`src/hdl/rv32_exu_pkg.sv`:
```
// ----------------------------------------------------------------------------
// rv32_exu_pkg
// shared types and constants of the rv32im execute unit
// ----------------------------------------------------------------------------
package rv32_exu_pkg;

	localparam int unsigned REG_COUNT_DEFAULT = 32;
	localparam int unsigned XLEN = 32;

	typedef enum logic [5:0] {
		OP_ADD = 6'd0, OP_SUB = 6'd1, OP_SLL = 6'd2, OP_SLT = 6'd3, OP_SLTU = 6'd4,
		OP_XOR = 6'd5, OP_SRL = 6'd6, OP_SRA = 6'd7, OP_OR = 6'd8, OP_AND = 6'd9,
		OP_ADDI = 6'd10, OP_SLTI = 6'd11, OP_SLTIU = 6'd12, OP_XORI = 6'd13,
		OP_ORI = 6'd14, OP_ANDI = 6'd15, OP_SLLI = 6'd16, OP_SRLI = 6'd17,
		OP_SRAI = 6'd18, OP_JAL = 6'd19, OP_JALR = 6'd20, OP_BEQ = 6'd21,
		OP_BNE = 6'd22, OP_BLT = 6'd23, OP_BGE = 6'd24, OP_BLTU = 6'd25,
		OP_BGEU = 6'd26, OP_LUI = 6'd27, OP_AUIPC = 6'd28, OP_MUL = 6'd29,
		OP_MULH = 6'd30, OP_MULHSU = 6'd31, OP_MULHU = 6'd32, OP_DIV = 6'd33,
		OP_DIVU = 6'd34, OP_REM = 6'd35, OP_REMU = 6'd36
	} op_t;

	// controller to datapath
	typedef struct packed {
		logic load;      // capture input item, read register file
		logic exec;      // compute alu result / start long op
		logic div_step;  // one divider iteration
		logic mul_fin;   // select high or low half of the registered product
		logic finish;    // write back and present result
	} exu_cmd_t;

	// datapath to controller
	typedef struct packed {
		logic is_div;
		logic is_mul;
		logic div_last;
	} exu_sts_t;

endpackage

```
`src/hdl/rv32_exu_ctrl.sv`:
```
// ----------------------------------------------------------------------------
// rv32_exu_ctrl
// sequencing of one item and the output handshake
// ----------------------------------------------------------------------------
module rv32_exu_ctrl (
	input  logic                   clk,
	input  logic                   arst_n,
	input  logic                   in_valid,
	output logic                   in_ready,
	output logic                   out_valid,
	input  logic                   out_ready,
	output rv32_exu_pkg::exu_cmd_t cmd,
	input  rv32_exu_pkg::exu_sts_t sts
);

	typedef enum logic [2:0] {S_IDLE, S_EXEC, S_MUL, S_DIV, S_FIN} state_t;
	state_t state_q;
	logic   full_q;

	// a new item is taken while the previous result waits; only its finish waits for it
	assign in_ready = (state_q == S_IDLE);
	assign out_valid = full_q;

	always_comb begin
		cmd = '0;
		cmd.load = in_valid && in_ready;
		cmd.exec = (state_q == S_EXEC);
		cmd.div_step = (state_q == S_DIV);
		cmd.mul_fin = (state_q == S_MUL);
		cmd.finish = (state_q == S_FIN) && (!full_q || out_ready);
	end

	always_ff @(posedge clk or negedge arst_n) begin
		if (!arst_n) begin
			state_q <= S_IDLE;
			full_q  <= 1'b0;
		end else begin
			if (cmd.finish) full_q <= 1'b1;
			else if (out_ready) full_q <= 1'b0;
			unique case (state_q)
				S_IDLE: if (in_valid) state_q <= S_EXEC;
				S_EXEC: begin
					if (sts.is_div) state_q <= S_DIV;
					else if (sts.is_mul) state_q <= S_MUL;
					else state_q <= S_FIN;
				end
				S_MUL: state_q <= S_FIN;
				S_DIV: if (sts.div_last) state_q <= S_FIN;
				S_FIN: if (!full_q || out_ready) state_q <= S_IDLE;
				default: state_q <= S_IDLE;
			endcase
		end
	end

endmodule
```
`config.mk`:
```
export PLATFORM = sky130hd
export DESIGN_NAME = rv32_exu_ctrl
export DESIGN_NICKNAME = d
export VERILOG_FILES = /design/src/hdl/rv32_exu_pkg.sv /design/src/hdl/rv32_exu_ctrl.sv
export SDC_FILE = /design/constraint.sdc
export NUM_CORES = 1
export LEC_CHECK = 0
export BUFFER_PORTS_ARGS = -buffer_cell sky130_fd_sc_hd__buf_4
export CAP_MARGIN = 10
export CORE_AREA = 2 2 39 41
export CTS_CLUSTER_SIZE = 30
export DETAILED_ROUTE_END_ITERATION = 6
export DIE_AREA = 0 0 41 43
export HOLD_SLACK_MARGIN = 0.05
export REMOVE_ABC_BUFFERS = 1
export SYNTH_ARGS = -nofsm -noshare
export SYNTH_HDL_FRONTEND = slang
export SYNTH_SLANG_ARGS = --single-unit
```
`constraint.sdc`:
```
create_clock -name clk -period 2.47 [get_ports clk]
set_input_delay 0.247 -clock clk [delete_from_list [all_inputs] [get_ports clk]]
set_output_delay 0.247 -clock clk [all_outputs]
set_load 0.02 [all_outputs]
```
==> results.yml, run 1 <==
run_status:
  status: "finished clean"
clocking:
  cts.path.max_buffers: 2
  postCtsSetupBuffers: 0
  cts_max_level: 1
  numCtsBuffers: 3
  cts.sinks: 4
  path_clk_slew_ns: 0.04
  clock_latency_ns: 0.23
  post_cts_resized: 0
  postCtsHoldBufs: 1
  tritoncts: "built"
  cts_root_buf: "clkbuf_4"
die:
  dieArea_um2: 1763
  floorplan.initialDensity: 0.1691
  core_um2: 1384
  rows: 14
  die_x_um: 41
  die_y_um: 43
  io_pins: 14
setup_path:
  worst-setup-path-type: "reg2out"
  worstPathArrival_ns: 1.17
  startpoint_type: "flop"
  required_ns: 2.22
  slowest_stage: "dfrtp_1"
  slowest_delay_ns: 0.44
  cp_max_fo: 7
  crit_chain: "nor3_2 -> and2_1 -> buf_4"
  critPathCaptureType: "primary output"
  rrSetupSlack_ns: 1.52
placement:
  place.gp.congestion: 0.6971
  io_buffers: 13
  dp.cells: 56
  dp_slack_ns: 1.292
  post_dp_cell_area_um2: 340.3
grt:
  grt_max_degree: 10
  overflow: 0
  grt_pass1_wl_um: 786
  track_usage: 0.07560
  antenna_found_initial: 0
  grt_pass1_vias: 217
layout:
  areaGrowthSynthToFinish_pct: 59.36
  finalNetCount: 53
  finalInstanceArea_um2: 372.9
  final_common_cell: "buf_4"
  utilization: 0.2694
  final_cell_mix: "buf_4 (13), nand2_1 (5), nor2_1 (4), dfrtp_1 (4), clkbuf_4 (3)"
  final_cells: 60
  num_antenna_cells: 0
  drive_above_1_share: 0.4091
sta:
  worst_slack_ns: 1.055
  period_minus_slack_ns: 1.415
  hold_viol: 0
  setup_tns_ns: 0
  finalMaxSlewViolations: 0
  setup_viol: 0
  clock.fmax_mhz: 706.7
  whs_ns: 0.2848
  finClkSkew_ns: 0.001843
  rsz0062_at_grt: "false"
  worstMarginPinSlew_ns: 0.3067
  max_slew_margin: 0.7956
  fin_crit_sh: 0.5729
flow_run:
  maxCapViolCount: 0
synth:
  synth_cell_type_count: 16
  yosysSeqAreaShare: 0.4278
  syn_inst: 28
  syn_avg_cell_area_um2: 8.356
  ys.warnings.count: 0
  synth_area_um2: 234.0
  ys_ff_latch: 4
power:
  power.share.sequential: 0.308
  power_leakage_nw: 0.1840
  clkPwrFrac: 0.168
  totalPowerFinal_mw: 0.4630
  combPwrFrac: 0.524
  power.density_nw_per_um2: 1242
  vdd_drop_max_mv: 0.3556
  switching_share: 0.4382
  p_switching_mw: 0.2029
  internal-power_mw: 0.2601
hold_path:
  hold_path_class: "in2reg"
routing:
  drt_first_iter_violations: 6
  drt_wl_total_um: 543
  avgViaCountPerCell: 4.183
  ant_nets: 0
  vias: 251
  first_pass_iters: 4
  drc: 0
  wl_per_cell_um: 9.050
==> logic make-up (layout without fill, tap and decap cells) <==
group / after synthesis / count (layout) / synth area share
AND/OR/NAND/NOR: 16 / 16 / 0.3423
AO/OA/AOI/OAI: 6 / 6 / 0.1658
flip-flops: 4 / 4 / 0.4278
buffers and inverters: 2 / 18 / 0.06415
==> layout make-up <==
type	instances	area, um^2
Clock buffer	3	22.52
Sequential cell	4	100.1
Fill cell	150	1011
Timing Repair Buffer	14	107.6
Tap cell	16	20.02
Inverter	1	3.754
Multi-Input combinational cell	22	118.9
==> sequential cells by signal, summed over array words and instances, names as in the netlist <==
name and flops:
out_valid 1, state_q 3
==> power by group through the flow <==
stage	sequential, mW	clock, mW	combinational (mW)
2_1_floorplan	0.142	0	0.141
3_3_place_gp	0.139	0	0.243
3_5_place_dp	0.142	0	0.244
4_1_cts	0.142	0.0825	0.246
5_1_grt	0.147	0.0894	0.264
6_report	0.143	0.0779	0.243
==> routing by layer <==
layer,GRT usage,part of all wire,vias up
met2,0.09063,0.43,10
met1,0.07166,0.44,111
met5,0,0,-
met3,0.04712,0.090,2
met4,0.1000,0.035,0
li1,-,-,128
==> synthesized netlist by cell type, drive strengths merged <==
cell type,n,share of area
a21oi,2,0.043
and2,1,0.027
and3,1,0.027
buf,1,0.048
dfrtp,4,0.43
inv,1,0.016
nand2,5,0.080
nand2b,2,0.053
nor2,5,0.091
nor3,2,0.064
o211ai,1,0.032
o21bai,1,0.032
o22ai,1,0.027
o31ai,1,0.032
==> final timing paths <==
check | startpoint | endpoint | depth (start not counted)
max | state_q[2] | cmd[4] | 3
min | in_valid | state_q[0] | 3
max reg2reg | state_q[1] | state_q[0] | 3
min reg2reg | out_valid | out_valid | 2
max in group asynchronous | arst_n | state_q[1] | 2
min in group asynchronous | arst_n | out_valid | 2
==> worst max-delay path: cells and delay by family, from the launching register on <==
kind / cells / cell delay (ns)
buffers and inverters: 1 / 0.13
flip-flops: 1 / 0.44
AND/OR/NAND/NOR: 2 / 0.36
Note: power is estimated with default switching activity, not from simulation.
==> run 2, diff against run 1 <==
- ABC_AREA: unset -> 1
- clock period: 2.47 -> 1.35 ns (I/O delays scaled with it)
==> results.yml, run 2 <==
routing:
  ant_nets: 0
  drt_first_iter_violations: 11
  drt_wl_total_um: 595
  wl_per_cell_um: 8.264
  avgViaCountPerCell: 4.000
  drc: 0
  first_pass_iters: 4
  vias: 288
setup_path:
  critPathCaptureType: "primary output"
  endpoint: "cmd[4]"
  slowest_stage: "dfrtp_1"
  path_buf_inv: 1
  path_delay_family: "flip-flops"
  required_ns: 1.22
  crit_chain: "nor4_1 -> buf_4"
  r2r_cells: 4
  startpoint_type: "flop"
  r2r-end: "state_q[0]"
  worst-setup-path-type: "reg2out"
  slowest_delay_ns: 0.43
  crit_path_start: "state_q[2]"
  rrSetupSlack_ns: 0.30
  cp_max_fo: 6
  path_depth: 2
  worstPathArrival_ns: 1.19
  crit-reg2reg-launch: "state_q[2]"
die:
  die_x_um: 41
  rows: 14
  io_pins: 14
  floorplan.initialDensity: 0.1808
  dieArea_um2: 1763
  core_um2: 1384
  die_y_um: 43
clocking:
  postCtsSetupBuffers: 0
  numCtsBuffers: 3
  cts_root_buf: "clkbuf_4"
  cts.path.max_buffers: 2
  cts.sinks: 4
  tritoncts: "built"
  cts_max_level: 1
  path_clk_slew_ns: 0.04
  clock_latency_ns: 0.24
layout:
  finalNetCount: 65
  fillers: 160
  areaGrowthSynthToFinish_pct: 61.00
  finalInstanceArea_um2: 402.9
  num_antenna_cells: 0
  largest_reg_flops: 3
  final_common_cell: "buf_4"
  drive_above_1_share: 0.3393
  top_register: "state_q"
  multiInputGateArea_um2: 116.4
  final_cell_mix: "buf_4 (13), nand2_1 (10), inv_1 (9), nor2_1 (8), clkbuf_4 (3)"
  seqCellArea_um2: 102.6
synth:
  synth_top_area_share: 0.4000
  synth_top_area_cell: "dfrtp_1"
  synth_cell_type_count: 11
  syn_avg_cell_area_um2: 6.416
  synth_edf_count: 0
  yosysMostFrequentCell: "nand2_1"
  yosysSeqAreaShare: 0.4000
  ys_ff_latch: 4
  async_flop_share: 1.000
  syn_inst: 39
  ys.warnings.count: 0
  synth_area_um2: 250.2
  yosys_most_used_dff: "dfrtp_1"
  synth.area.top_cells: "dfrtp_1 (40%), nand2_1 (15%), inv_1 (14%), nor2_1 (12%), nand3_1 (4.0%)"
  synthTopCellsByCount: "nand2_1 (10), inv_1 (9), nor2_1 (8)"
sta:
  setup_tns_ns: 0
  rsz0062_at_grt: "true"
  worstMarginPinSlew_ns: 0.2596
  clock.fmax_mhz: 754.9
  fin_crit_sh: 0.9812
  finClkSkew_ns: 0.006072
  max_slew_margin: 0.8253
  finalMaxSlewViolations: 0
  setup_viol: 0
  hold_viol: 0
  period_minus_slack_ns: 1.325
placement:
  io_buffers: 13
  dp_hpwl_um: 487.9
  post_dp_cell_area_um2: 367.9
  place.gp.congestion: 0.7955
hold_path:
  hold_path_depth: 4
  hp-start: "out_ready"
  hold_path_class: "in2reg"
grt:
  grt_max_degree: 8
  grt_pass1_wl_um: 910
  overflow: 0
  grt_pass1_vias: 253
  antenna_found_initial: 0
  track_usage: 0.08266
power:
  power_leakage_nw: 0.2335
  totalPowerFinal_mw: 0.8246
  vdd_drop_max_mv: 0.6948
  power.density_nw_per_um2: 2047
run_status:
  status: "finished clean"
flow_run:
  maxCapViolCount: 0
## run 2: final cells by class
type | instances | share of cell area
Tap cell | 16 | 0.04969
Multi-Input combinational cell | 26 | 0.2888
Timing Repair Buffer | 14 | 0.2671
Sequential cell | 4 | 0.2547
Clock buffer | 3 | 0.05590
Inverter | 9 | 0.08385
## run 2: worst min-delay path, stage by stage
cell and delay [ns]:
buf_4 0.07, inv_1 0.03, nand2_1 0.08, nand2_1 0.06
## run 2: what timing repair did
item                                   CTS  global route
endpoints found under the hold margin    4             0
setup endpoints to repair                0             4
gates resized for setup                  0             2
hold buffers                             1             0
## run 2: per-layer routing
layer,GRT usage,vias to the layer above,wire [um]
li1,-,156,-
met1,0.09446,120,252
met2,0.1000,10,271
met3,0.04712,2,55
met4,0.08000,0,15
met5,0,-,0
## run 2: worst min path at each step
stage | slack (ns) | end
floorplan | -0.16 | out_valid
global placement | -0.07 | out_valid
detailed placement | -0.07 | out_valid
CTS | 0.19 | state_q[1]
global route | 0.20 | state_q[0]
finish | 0.18 | out_valid
## run 2: per-stage QoR
stage	hold WS, ns	cells	util	setup WS (ns)
floorplan	-0.1606	39	-	-0.03890
global placement	-0.06544	68	0.2658	0.2903
detailed placement	-0.06522	68	0.2658	0.2718
CTS	0.1855	72	0.2893	0.007282
global route	0.1980	72	0.2911	-0.006714
finish	0.1846	72	0.2911	0.02533
## run 2: logic make-up after synthesis
family / Yosys count / synth area share
buf+inv: 9 / 0.1350
simple gates: 23 / 0.3950
flops: 4 / 0.4000
compound gates: 3 / 0.06997
## run 2: power breakdown
group          total (mW)  switching [mW]  internal [mW]
Sequential          0.235          0.0635          0.171
Combinational       0.434           0.251          0.183
Clock               0.156          0.0557         0.0999
